===== src/rtl/hrd_pkg.sv =====
// shared types and constants for the receive deframer
`timescale 1ns / 1ps
`default_nettype none

package hrd_pkg;

    // field widths
    localparam int LEN_W  = 24;
    localparam int OFF_W  = 25;
    localparam int BYTE_W = 8;

    // default frame payload size
    localparam int unsigned HRD_PAYLOAD_BYTES = 62;

    // reset value of the reported buffer capacity
    localparam logic [LEN_W-1:0] CAP_RESET = 24'd20;

    // header framing
    localparam logic [BYTE_W-1:0] MARKER     = 8'hA5;
    localparam logic [2:0]        HEADER_LEN = 3'd5;
    localparam logic [2:0]        HEADER_SAT = 3'd6;
    localparam logic [2:0]        LEN_LAST   = 3'd3;

    // input commands
    localparam logic [1:0] CMD_BYTE = 2'd0;
    localparam logic [1:0] CMD_EOF  = 2'd1;
    localparam logic [1:0] CMD_FAIL = 2'd2;
    localparam logic [1:0] CMD_NONE = 2'd3;

    // result kinds
    localparam logic [1:0] KIND_REPLY   = 2'd0;
    localparam logic [1:0] KIND_PAYLOAD = 2'd1;
    localparam logic [1:0] KIND_DONE    = 2'd2;
    localparam logic [1:0] KIND_FAILED  = 2'd3;

    // status codes
    localparam logic [1:0] ST_OK         = 2'd0;
    localparam logic [1:0] ST_NO_REQUEST = 2'd1;
    localparam logic [1:0] ST_PROTOCOL   = 2'd2;
    localparam logic [1:0] ST_READ_FAIL  = 2'd3;

    // reply byte positions
    localparam logic [2:0] RPL_MARK0 = 3'd0;
    localparam logic [2:0] RPL_CAP_H = 3'd1;
    localparam logic [2:0] RPL_CAP_M = 3'd2;
    localparam logic [2:0] RPL_CAP_L = 3'd3;
    localparam logic [2:0] RPL_MARK1 = 3'd4;

    // event handed from the decoder to the output stage;
    // for a reply burst total_length carries the buffer capacity
    typedef struct packed {
        logic               valid;
        logic               reply;
        logic [1:0]         kind;
        logic [BYTE_W-1:0]  data_byte;
        logic [OFF_W-1:0]   byte_offset;
        logic [LEN_W-1:0]   total_length;
        logic [1:0]         status_code;
    } hrd_event_t;

endpackage

`default_nettype wire


===== src/rtl/hlp_receive_deframer.sv =====
// Receive deframer: one item accepted per cycle when the result register is free.
// Latency: the result of an accepted item is registered and appears on the output in the cycle after it is accepted.
// Throughput: one item per cycle while results are taken; a good request header yields a 5-item reply,
// during which the input waits until the last reply item is taken.
// Reset (rst_n low, asynchronous): waits for a request header, capacity 20.
`timescale 1ns / 1ps
`default_nettype none

module hlp_receive_deframer #(
    parameter int unsigned PAYLOAD_BYTES = hrd_pkg::HRD_PAYLOAD_BYTES
) (
    input  wire logic        clk,
    input  wire logic        rst_n,
    input  wire logic        cfg_we,
    input  wire logic [23:0] cfg_wdata,   // buffer_capacity
    input  wire logic        s_tvalid,
    output logic             s_tready,
    input  wire logic [7:0]  s_tdata,     // in_byte
    input  wire logic [1:0]  s_tuser,     // cmd
    output logic             m_tvalid,
    input  wire logic        m_tready,
    output logic [63:0]      m_tdata,     // data_byte, byte_offset, total_length, status_code
    output logic [1:0]       m_tuser,     // kind
    output logic             m_tlast      // reply_last
);
    import hrd_pkg::*;

    localparam int FL_W = $clog2((2**LEN_W - 1) / PAYLOAD_BYTES + 2);

    logic [LEN_W-1:0] announced_len;
    logic [FL_W-1:0]  len_quot;
    hrd_event_t       ev;
    logic             free;

    assign s_tready = free;

    // frame count from the announced length
    hrd_len_div #(
        .PAYLOAD_BYTES (PAYLOAD_BYTES)
    ) u_len_div (
        .clk  (clk),
        .len  (announced_len),
        .quot (len_quot)
    );

    // decoder and transfer state
    hrd_core #(
        .PAYLOAD_BYTES (PAYLOAD_BYTES)
    ) u_core (
        .clk           (clk),
        .rst_n         (rst_n),
        .cfg_we        (cfg_we),
        .cfg_wdata     (cfg_wdata),
        .in_valid      (s_tvalid),
        .in_ready      (free),
        .in_cmd        (s_tuser),
        .in_byte       (s_tdata),
        .len_quot      (len_quot),
        .announced_len (announced_len),
        .ev            (ev)
    );

    // result register and reply sequencing
    hrd_out u_out (
        .clk      (clk),
        .rst_n    (rst_n),
        .ev       (ev),
        .free     (free),
        .m_tvalid (m_tvalid),
        .m_tready (m_tready),
        .m_tdata  (m_tdata),
        .m_tuser  (m_tuser),
        .m_tlast  (m_tlast)
    );

endmodule

`default_nettype wire


===== src/rtl/hrd_len_div.sv =====
// registered quotient of the announced length by the frame payload size
`timescale 1ns / 1ps
`default_nettype none

module hrd_len_div #(
    parameter int unsigned PAYLOAD_BYTES = hrd_pkg::HRD_PAYLOAD_BYTES,
    localparam int FL_W = $clog2((2**hrd_pkg::LEN_W - 1) / PAYLOAD_BYTES + 2)
) (
    input  wire logic                      clk,
    input  wire logic [hrd_pkg::LEN_W-1:0] len,
    output logic      [FL_W-1:0]           quot
);
    import hrd_pkg::*;

    // rounded-up reciprocal: error term stays below 2**(LEN_W-SHIFT)
    localparam int SHIFT = LEN_W + $clog2(PAYLOAD_BYTES);
    localparam int RECIP_W = LEN_W + 2;
    localparam longint unsigned RECIP =
        ((64'd1 << SHIFT) + PAYLOAD_BYTES - 1) / PAYLOAD_BYTES;
    localparam int PROD_W = LEN_W + RECIP_W;

    logic [PROD_W-1:0] prod;
    logic [FL_W-1:0]   quot_reg;
    logic [FL_W-1:0]   quot_next;

    // multiply by reciprocal and take the high part
    assign prod = {{RECIP_W{1'b0}}, len} * {{LEN_W{1'b0}}, RECIP_W'(RECIP)};
    assign quot_next = prod[SHIFT +: FL_W];

    // quotient register, follows the length in the next cycle
    always_ff @(posedge clk)
    begin
        quot_reg <= quot_next;
    end

    assign quot = quot_reg;

endmodule

`default_nettype wire


===== src/rtl/hrd_core.sv =====
// header and frame decoder with transfer state, one item per cycle while in_ready is high
`timescale 1ns / 1ps
`default_nettype none

module hrd_core #(
    parameter int unsigned PAYLOAD_BYTES = hrd_pkg::HRD_PAYLOAD_BYTES,
    localparam int FL_W = $clog2((2**hrd_pkg::LEN_W - 1) / PAYLOAD_BYTES + 2)
) (
    input  wire logic                         clk,
    input  wire logic                         rst_n,
    input  wire logic                         cfg_we,
    input  wire logic [hrd_pkg::LEN_W-1:0]    cfg_wdata,
    input  wire logic                         in_valid,
    input  wire logic                         in_ready,
    input  wire logic [1:0]                   in_cmd,
    input  wire logic [hrd_pkg::BYTE_W-1:0]   in_byte,
    input  wire logic [FL_W-1:0]              len_quot,
    output logic      [hrd_pkg::LEN_W-1:0]    announced_len,
    output hrd_pkg::hrd_event_t               ev
);
    import hrd_pkg::*;

    localparam int POS_W = $clog2(PAYLOAD_BYTES + 2);
    localparam int REM_W = (PAYLOAD_BYTES > 1) ? $clog2(PAYLOAD_BYTES) : 1;

    localparam logic PH_HEADER = 1'b0;
    localparam logic PH_FRAMES = 1'b1;

    logic               phase_reg, phase_next;
    logic [2:0]         hcount_reg, hcount_next;
    logic               hgood_reg, hgood_next;
    logic [LEN_W-1:0]   alen_reg, alen_next;
    logic [FL_W-1:0]    fleft_reg, fleft_next;
    logic [OFF_W-1:0]   offset_reg, offset_next;
    logic [REM_W-1:0]   rem_reg, rem_next;
    logic [7:0]         fnum_reg, fnum_next;
    logic [POS_W-1:0]   pos_reg, pos_next;
    logic               fgood_reg, fgood_next;
    logic [LEN_W-1:0]   cap_reg;
    logic               fire;
    logic               go_header;
    logic [FL_W-1:0]    fleft_dec;
    hrd_event_t         ev_c;

    assign fire = in_valid && in_ready;
    assign fleft_dec = (fleft_reg != '0) ? fleft_reg - 1'b1 : fleft_reg;

    // capacity register
    always_ff @(posedge clk or negedge rst_n)
    begin
        if (!rst_n)
        begin
            cap_reg <= CAP_RESET;
        end
        else if (cfg_we)
        begin
            cap_reg <= cfg_wdata;
        end
    end

    // next-state and event decode
    always_comb
    begin
        phase_next  = phase_reg;
        hcount_next = hcount_reg;
        hgood_next  = hgood_reg;
        alen_next   = alen_reg;
        fleft_next  = fleft_reg;
        offset_next = offset_reg;
        rem_next    = rem_reg;
        fnum_next   = fnum_reg;
        pos_next    = pos_reg;
        fgood_next  = fgood_reg;
        go_header   = 1'b0;
        ev_c        = '0;

        if (fire)
        begin
            unique case (phase_reg)
                PH_HEADER:
                begin
                    unique case (in_cmd) inside
                        CMD_BYTE:
                        begin
                            // collect header bytes, length big-endian
                            if (hcount_reg == '0)
                            begin
                                alen_next  = '0;
                                hgood_next = (in_byte == MARKER);
                            end
                            else if (hcount_reg <= LEN_LAST)
                            begin
                                alen_next = {alen_reg[LEN_W-BYTE_W-1:0], in_byte};
                            end
                            else if (hcount_reg == HEADER_LEN - 3'd1)
                            begin
                                if (in_byte != MARKER)
                                begin
                                    hgood_next = 1'b0;
                                end
                            end
                            else
                            begin
                                hgood_next = 1'b0;
                            end
                            if (hcount_reg < HEADER_SAT)
                            begin
                                hcount_next = hcount_reg + 3'd1;
                            end
                        end
                        CMD_EOF, CMD_FAIL:
                        begin
                            if (in_cmd == CMD_EOF && hcount_reg == HEADER_LEN && hgood_reg)
                            begin
                                // good request: send reply and start frames
                                ev_c.valid        = 1'b1;
                                ev_c.reply        = 1'b1;
                                ev_c.kind         = KIND_REPLY;
                                ev_c.total_length = cap_reg;
                                phase_next  = PH_FRAMES;
                                hcount_next = '0;
                                hgood_next  = 1'b1;
                                fleft_next  = len_quot + 1'b1;
                                offset_next = '0;
                                rem_next    = '0;
                                fnum_next   = '0;
                                pos_next    = '0;
                                fgood_next  = 1'b1;
                            end
                            else
                            begin
                                ev_c.valid       = 1'b1;
                                ev_c.kind        = KIND_FAILED;
                                ev_c.status_code = ST_NO_REQUEST;
                                go_header        = 1'b1;
                            end
                        end
                        default:
                        begin
                        end
                    endcase
                end
                PH_FRAMES:
                begin
                    unique case (in_cmd) inside
                        CMD_FAIL:
                        begin
                            ev_c.valid       = 1'b1;
                            ev_c.kind        = KIND_FAILED;
                            ev_c.status_code = ST_READ_FAIL;
                            go_header        = 1'b1;
                        end
                        CMD_BYTE:
                        begin
                            if (pos_reg == '0)
                            begin
                                // frame number check
                                if (in_byte != fnum_reg)
                                begin
                                    fgood_next = 1'b0;
                                end
                            end
                            else if (pos_reg <= POS_W'(PAYLOAD_BYTES))
                            begin
                                if (fgood_reg)
                                begin
                                    ev_c.valid       = 1'b1;
                                    ev_c.kind        = KIND_PAYLOAD;
                                    ev_c.data_byte   = in_byte;
                                    ev_c.byte_offset = offset_reg;
                                    offset_next      = offset_reg + 1'b1;
                                    // track offset / payload size and its remainder
                                    if (offset_reg == '1)
                                    begin
                                        rem_next  = '0;
                                        fnum_next = '0;
                                    end
                                    else if (rem_reg == REM_W'(PAYLOAD_BYTES - 1))
                                    begin
                                        rem_next  = '0;
                                        fnum_next = fnum_reg + 8'd1;
                                    end
                                    else
                                    begin
                                        rem_next = rem_reg + 1'b1;
                                    end
                                end
                            end
                            else
                            begin
                                fgood_next = 1'b0;
                            end
                            if (pos_reg <= POS_W'(PAYLOAD_BYTES))
                            begin
                                pos_next = pos_reg + 1'b1;
                            end
                        end
                        CMD_EOF:
                        begin
                            if (pos_reg == '0 || !fgood_reg)
                            begin
                                ev_c.valid       = 1'b1;
                                ev_c.kind        = KIND_FAILED;
                                ev_c.status_code = ST_PROTOCOL;
                                go_header        = 1'b1;
                            end
                            else
                            begin
                                pos_next   = '0;
                                fgood_next = 1'b1;
                                fleft_next = fleft_dec;
                                if (fleft_dec == '0)
                                begin
                                    ev_c.valid        = 1'b1;
                                    ev_c.kind         = KIND_DONE;
                                    ev_c.total_length = alen_reg;
                                    go_header         = 1'b1;
                                end
                            end
                        end
                        default:
                        begin
                        end
                    endcase
                end
                default:
                begin
                end
            endcase
        end

        // back to waiting for a request header
        if (go_header)
        begin
            phase_next  = PH_HEADER;
            hcount_next = '0;
            hgood_next  = 1'b1;
            fleft_next  = '0;
            pos_next    = '0;
            fgood_next  = 1'b1;
        end
    end

    // state registers
    always_ff @(posedge clk or negedge rst_n)
    begin
        if (!rst_n)
        begin
            phase_reg  <= PH_HEADER;
            hcount_reg <= '0;
            hgood_reg  <= 1'b1;
            alen_reg   <= '0;
            fleft_reg  <= '0;
            offset_reg <= '0;
            rem_reg    <= '0;
            fnum_reg   <= '0;
            pos_reg    <= '0;
            fgood_reg  <= 1'b1;
        end
        else
        begin
            phase_reg  <= phase_next;
            hcount_reg <= hcount_next;
            hgood_reg  <= hgood_next;
            alen_reg   <= alen_next;
            fleft_reg  <= fleft_next;
            offset_reg <= offset_next;
            rem_reg    <= rem_next;
            fnum_reg   <= fnum_next;
            pos_reg    <= pos_next;
            fgood_reg  <= fgood_next;
        end
    end

    assign announced_len = alen_reg;
    assign ev            = ev_c;

    // frames phase always has at least one frame outstanding
    a_frames_left: assert property (@(posedge clk) disable iff (!rst_n)
        phase_reg == PH_FRAMES |-> fleft_reg != '0)
        else $error("frames phase with no frame left");

    // header counter saturates
    a_hcount_sat: assert property (@(posedge clk) disable iff (!rst_n)
        hcount_reg <= HEADER_SAT)
        else $error("header counter past saturation");

    // an event only comes from an accepted item
    a_event_fire: assert property (@(posedge clk) disable iff (!rst_n)
        ev_c.valid |-> fire)
        else $error("event without accepted item");

endmodule

`default_nettype wire


===== src/rtl/hrd_out.sv =====
// result register with reply burst sequencing
`timescale 1ns / 1ps
`default_nettype none

module hrd_out (
    input  wire logic                 clk,
    input  wire logic                 rst_n,
    input  wire hrd_pkg::hrd_event_t  ev,
    output logic                      free,
    output logic                      m_tvalid,
    input  wire logic                 m_tready,
    output logic [63:0]               m_tdata,  // data_byte, byte_offset, total_length, status_code
    output logic [1:0]                m_tuser,  // kind
    output logic                      m_tlast   // reply_last
);
    import hrd_pkg::*;

    logic       busy_reg;
    logic [2:0] idx_reg;
    hrd_event_t ev_reg;
    logic       take;
    logic       last_beat;
    logic       load;
    logic [BYTE_W-1:0] rdata;

    assign take      = busy_reg && m_tready;
    assign last_beat = !ev_reg.reply || (idx_reg == RPL_MARK1);
    assign free      = !busy_reg || (take && last_beat);
    assign load      = ev.valid;

    // burst control
    always_ff @(posedge clk or negedge rst_n)
    begin
        if (!rst_n)
        begin
            busy_reg <= 1'b0;
            idx_reg  <= '0;
        end
        else if (load)
        begin
            busy_reg <= 1'b1;
            idx_reg  <= '0;
        end
        else if (take)
        begin
            if (last_beat)
            begin
                busy_reg <= 1'b0;
            end
            else
            begin
                idx_reg <= idx_reg + 3'd1;
            end
        end
    end

    // result payload
    always_ff @(posedge clk)
    begin
        if (load)
        begin
            ev_reg <= ev;
        end
    end

    // reply byte select
    always_comb
    begin
        unique case (idx_reg)
            RPL_MARK0: rdata = MARKER;
            RPL_CAP_H: rdata = ev_reg.total_length[23:16];
            RPL_CAP_M: rdata = ev_reg.total_length[15:8];
            RPL_CAP_L: rdata = ev_reg.total_length[7:0];
            RPL_MARK1: rdata = MARKER;
            default:   rdata = MARKER;
        endcase
    end

    // output fields
    always_comb
    begin
        m_tvalid = busy_reg;
        m_tuser  = ev_reg.kind;
        if (ev_reg.reply)
        begin
            m_tdata = {5'd0, ST_OK, {LEN_W{1'b0}}, {OFF_W{1'b0}}, rdata};
            m_tlast = (idx_reg == RPL_MARK1);
        end
        else
        begin
            m_tdata = {5'd0, ev_reg.status_code, ev_reg.total_length,
                       ev_reg.byte_offset, ev_reg.data_byte};
            m_tlast = 1'b0;
        end
    end

    // a new event never overwrites an unfinished result
    a_no_overwrite: assert property (@(posedge clk) disable iff (!rst_n)
        load |-> (!busy_reg || (take && last_beat)))
        else $error("result overwritten");

    // reply index stays inside the burst
    a_idx_range: assert property (@(posedge clk) disable iff (!rst_n)
        (busy_reg && ev_reg.reply) |-> idx_reg <= RPL_MARK1)
        else $error("reply index out of range");

    // a reply burst keeps going until its last byte
    a_burst_holds: assert property (@(posedge clk) disable iff (!rst_n)
        (take && !last_beat) |=> (busy_reg && idx_reg == $past(idx_reg) + 3'd1))
        else $error("reply burst broken");

endmodule

`default_nettype wire

===== config.mk =====
export PLATFORM = sky130hd
export DESIGN_NAME = hlp_receive_deframer
export DESIGN_NICKNAME = d
export VERILOG_FILES = /design/src/rtl/hrd_pkg.sv /design/src/rtl/hlp_receive_deframer.sv /design/src/rtl/hrd_len_div.sv /design/src/rtl/hrd_core.sv /design/src/rtl/hrd_out.sv
export SDC_FILE = /design/constraint.sdc
export NUM_CORES = 1
export LEC_CHECK = 0
export ABC_AREA = 1
export BUFFER_PORTS_ARGS = -buffer_cell sky130_fd_sc_hd__buf_2
export CAP_MARGIN = 25
export CORE_MARGIN = 4
export CORE_UTILIZATION = 44
export CTS_CLUSTER_SIZE = 24
export DETAILED_ROUTE_END_ITERATION = 6
export GPL_ROUTABILITY_DRIVEN = 0
export GPL_TIMING_DRIVEN = 0
export SLEW_MARGIN = 20
export SYNTH_ARGS = -nofsm -noshare
export SYNTH_HDL_FRONTEND = slang
export SYNTH_SLANG_ARGS = --single-unit

===== constraint.sdc =====
create_clock -name clk -period 5 [get_ports clk]
set_input_delay 0.5 -clock clk [delete_from_list [all_inputs] [get_ports clk]]
set_output_delay 0.5 -clock clk [all_outputs]
set_load 0.05 [all_outputs]

; ---- After elaboration in Yosys (flattened, before gate mapping)
; Index checks and enable logic that the tools add are counted.
[classes]
addsub = 8
mul = 1
n_div = 0
magnitude_cmp = 3
eq_ne = 35
shifts = 0
muxes = 113
bitwise_logic = 6
reduce_logical = 34
[op_table]
columns = cell, count
row1 = 2-to-1 mux 25 bit, 6
row2 = 2-to-1 mux 24 bit, 6
row3 = 2-to-1 mux 19 bit, 7
row4 = 2-to-1 mux 6 bit, 12
row5 = 2-to-1 mux 35 bit, 2
row6 = 2-to-1 mux 33 bit, 2
row7 = 2-to-1 mux 8 bit, 8
row8 = 2-to-1 mux 63 bit, 1
row9 = 2-to-1 mux 59 bit, 1
row10 = one-hot mux 26 bit (2 select lines), 1
row11 = one-hot mux 25 bit (2 select lines), 1
row12 = "multiplier 24 x 25 -> 49 bit, second input constant", 1
row13 = one-hot mux 19 bit (2 select lines), 1
row14 = one-hot mux 6 bit (2 select lines), 3
row15 = 2-to-1 mux 1 bit, 34
row16 = 2-to-1 mux 34 bit, 1
row17 = 2-to-1 mux 26 bit, 1
row18 = "adder 25 x 1 -> 25 bit, second input constant", 1
row19 = "equality test 25 bit, second input constant", 1
row20 = 2-to-1 mux 3 bit, 8
row21 = one-hot mux 8 bit (3 select lines), 1
row22 = "adder 19 x 1 -> 19 bit, second input constant", 1
row23 = logical NOT 19 bit, 1
row24 = nonzero test 19 bit, 1
row25 = other kinds (51), 98
[totals]
regBits = 203
latchBits = 0
ram_bits = 0
mem_bits_ro = 0
in_bits = 39
out_inout_bits = 69
elab_cells = 220
n_memories = 0

; ---- Logic depth before layout (Yosys ltp)
[logic_depth]
word_depth = 10
ltp_mapped = 20
mapped_depth_nobuf = 20

; ---- Cells and area by module
; From an unflattened synthesis, not the netlist that was laid out.
[hier_totals]
hier_cells = 2176
area_unflattened_um2 = 16629.7
[by_module_without_submodules]
columns = mod, instances, cells_each, area_per_inst_um2, seq_area_each_um2
row1 = hrd_core, 1, 1075, 7718.7, 2957.8
row2 = hrd_len_div, 1, 817, 5945.7, 380.4
row3 = hrd_out, 1, 284, 2965.3, 1961.9

; ---- Least setup slack after synthesis
; OpenSTA, ideal clock, no wires.
[synth_timing]
path_kind = register to register
startpoint = register u_core.alen_reg[19], in the netlist u_core.announced_len[19]
endpoint = register u_len_div.quot_reg[13], in the netlist u_len_div.quot[13]
setup_ns = 0.072
arrival_ns = 4.258
required_time_ns = 4.928
path_slack_ns = 0.670
stages_incl_launch_ff = 19
n_path_buf = 0
synth_period_minus_slack_ns = 4.330
path_cell_list = dfrtp_1 -> ha_1 -> fa_1 -> inv_1 -> fa_1 -> fa_1 -> inv_1 -> fa_1 -> ha_1 -> ha_1 -> a21oi_1 -> nor2_1 -> o21ai_0 -> o211a_1 -> nand2_1 -> nand3_1 -> nand2_1 -> a21oi_1 -> xnor2_1
[synth_via]
elab_chain_cells = 1
[synth_lines]
columns = item, line
row1 = "start, declared", hrd_core.sv:32  ; logic [LEN_W-1:0] alen_reg, alen_next;
row2 = "start signal, assigned", hrd_core.sv:265  ; alen_reg <= alen_next;
row3 = multiplier 24 x 25 -> 49 bit, hrd_len_div.sv:27  ; assign prod = {{RECIP_W{1'b0}}, len} * {{LEN_W{1'b0}}, RECIP_W'(RECIP)};
row4 = named net u_len_div.prod[43], hrd_len_div.sv:22  ; logic [PROD_W-1:0] prod;
row5 = "end signal, assigned", hrd_len_div.sv:33  ; quot_reg <= quot_next;
row6 = "end, declared", hrd_len_div.sv:23  ; logic [FL_W-1:0] quot_reg;
; The timed path passes the listed nets, and every way through them passes these cells.
; A chain may end at the register's enable or synchronous reset.

; ---- Worst setup path in the final report
[layout_timing]
startpoint = register u_core.alen_reg[19], in the netlist u_core.announced_len[19]
endpoint = register u_len_div.quot_reg[12], in the netlist u_len_div.quot[12]
; The elaborated chain is that of the path after synthesis.

==> impl_metrics.py <==
metrics = {
    "status": {
        "status": "finished, final reports clean",
    },
    "logic_synthesis": {
        "synth_flop_cell": "dfrtp_1",
        "synth_edf_count": 62,
        "async_reset_ff_share_pct": 60.1,
        "synth.avg_cell_area_um2": 8.02,
        "synth_xor_area_share_pct": 2.63,
        "synth_adder_area_share_pct": 21.2,
        "synth_simple_gate_area_share_pct": 20.8,
        "synth_largest_area_cell": "dfrtp_1",
        "yosys_warnings": 0,
        "synth-compound-area-share_pct": 11.6,
        "ys_seq_elements": 203,
        "synth_most_common_cell": "inv_1",
        "syn_inst": 1951,
        "synthTopCellsByCount": "342 x inv_1, 320 x nand2_1, 244 x nor2_1, 184 x ha_1, 148 x o21ai_0",
        "muxShareOfSynthArea_pct": 0,
        "ys_seq_area_share_pct": 33.9,
        "netlist_area_um2": 15600,
        "synth_area_leaders": "dfrtp_1 19%, ha_1 15%, edfxtp_1 12%, inv_1 8.2%, nand2_1 7.7%",
        "yosysTopAreaCellShare_pct": 18.9,
        "synth_top_family_by_area": "adder cells",
        "synth.distinct_cells": 54,
    },
    "route": {
        "drtIter0Drc": 983,
        "vias": 13400,
        "drc": 0,
        "drt-total-wl_mm": 42.1,
        "wire_per_inst_um": 16.5,
        "via_per_inst": 5.24,
        "antenna_left": 0,
        "drt-pass1-iter-count": 5,
    },
    "critical_path": {
        "criticalPathCategory": "reg -> reg",
        "r2r_start": "u_core.announced_len[19]",
        "r2r_slack_ps": 270,
        "cp-start-kind": "flop",
        "critical_path_arrival_ps": 5110,
        "r2r_cells": 16,
        "worstPathRequired_ps": 5380,
        "reg2reg_to": "u_len_div.quot[12]",
        "worst-path-max-fanout": 4,
        "worstSetupStartpoint": "u_core.announced_len[19]",
        "worstSetupEndpointType": "flop",
    },
    "worst_hold_path": {
        "whs_path_depth": 3,
        "hp-class": "in -> reg",
        "hold-path-endpoint": "u_core.cap_reg[17]",
        "hold_start": "cfg_wdata[17]",
    },
    "clocking": {
        "cts_buffer_depth": 3,
        "ctsRootBufferMaster": "clkbuf_16",
        "clk_pin_slew_ps": 60,
        "cts.htree.levels": 1,
        "clkSinkCount": 203,
        "clk_latency_ps": 520,
        "cts_tree": "yes",
        "cts_buffers": 24,
    },
    "floorplan": {
        "num_rows": 68,
        "die_w_um": 197,
        "core-area_um2": 34800,
        "dieArea_um2": 38600,
        "initial_core_util_pct": 45.0,
        "die_y_um": 197,
        "io_pins": 108,
    },
    "timing": {
        "timing.final.ws_setup_ps": 266,
        "min_period_ps": 4730,
        "finalMaxSlewViolations": 0,
        "min_period_over_period_pct": 94.7,
        "fmax_mhz": 211,
        "slew_headroom_pct": 34.1,
        "tns_ps": 0,
        "rsz0062_at_grt": "false",
        "setup_viol": 0,
        "worstMarginPinSlew_ps": 964,
        "hold_viol": 0,
        "clock_skew_ps": 19.5,
    },
    "global_route": {
        "antenna_found_initial": 0,
        "grt_pass1_wl_mm": 68.1,
        "track_usage_pct": 21.5,
        "grt_max_degree": 88,
        "grt_pass1_vias": 12900,
        "gr-total-overflow": 0,
    },
    "pwr": {
        "vdd_drop_max_uv": 605,
        "p_per_area_nw_per_um2": 724,
        "power_leakage_nw": 8.93,
    },
    "layout": {
        "utilization_pct": 50.6,
        "design_area_um2": 17600,
        "largest_register_ffs": 60,
        "diodes": 0,
        "drive_above_1_share_pct": 9.41,
        "area_growth_pct": 12.6,
        "final_nets": 2360,
    },
    "placement": {
        "dpl_cell_area_um2": 16800,
        "place_hpwl_mm": 33.8,
        "preCtsSetupSlack_ps": 55.3,
        "port_buffers": 101,
    },
    "job": {
        "cap_violations": 0,
    },
}
[layer usage]
layer | share of wire, % | GRT usage [%]
met1 | 47 | 31.0
met2 | 46 | 35.0
met3 | 5.2 | 2.65
met4 | 1.9 | 4.45
met5 | 0 | 0
[per-stage QoR]
stage	hold slack, ps	total power, mW	instances
CTS	190	12.8	2558
finish	199	12.8	2559
detailed placement	390	11.0	2513
global placement	461	11.0	2511
floorplan	204	8.71	1955
global route	193	14.2	2559
[cells by family (layout without fill, tap and decap cells)]
family,Yosys count,in the layout
compound gates,315,315
xor+xnor,47,47
fa+ha+maj,235,235
buf+inv,397,546
flops,203,203
other cells,1,5
simple gates,753,753
[power by group]
part	total (mW)	internal [mW]	switching, mW
Clock	1.65	0.970	0.682
Combinational	8.37	2.94	5.43
Sequential	2.74	2.21	0.527
[worst max-delay path, cell delays in order (launching register included)]
cell and delay [ps]:
dfrtp_2 440, ha_1 220, fa_1 480, inv_1 60
fa_1 520, fa_1 550, inv_1 50, fa_1 490
ha_1 310, ha_1 330, nand2_1 170, nor2_1 80
inv_1 80, nor2_1 50, o31ai_1 260, o2111ai_1 290
xor2_1 220
[worst max path at each step]
stage          depth (start not counted)                  to
2_1_floorplan                         18  u_len_div.quot[13]
3_3_place_gp                          15  u_len_div.quot[18]
3_5_place_dp                          16  u_len_div.quot[18]
4_1_cts                               16  u_len_div.quot[18]
5_1_grt                               15  u_len_div.quot[15]
6_report                              16  u_len_div.quot[12]
[what timing repair did]
item | 4_1_cts | 5_1_grt
gates resized for setup | 0 | 18
setup endpoints to repair | 0 | 7
hold buffers | 1 | 0
hold endpoints to repair | 34 | 0
buffers inserted | 0 | 1
[area by class of cell]
type / count / area [um^2]
Multi-Input combinational cell: 1355 / 8860
Inverter: 346 / 1300
Buffer: 51 / 245
Fill cell: 3442 / 17200
Timing Repair Buffer: 105 / 588
Clock inverter: 7 / 42.5
Sequential cell: 203 / 5310
Clock buffer: 37 / 704
Tap cell: 455 / 569
[cell usage in the layout, fill, tap and decap left out, types with 19 or more instances in the layout]
master,n
nand2_1,318
o32ai_1,24
ha_1,183
fa_1,51
a21oi_1,74
edfxtp_1,62
buf_2,104
nand4_1,34
xor2_1,34
inv_1,341
dfrtp_1,114
clkbuf_1,43
o21ai_0,146
nor3_1,28
clkbuf_16,25
dfxtp_1,19
nor2_1,243
nand3_1,89
(Power assumes the default switching activity.)
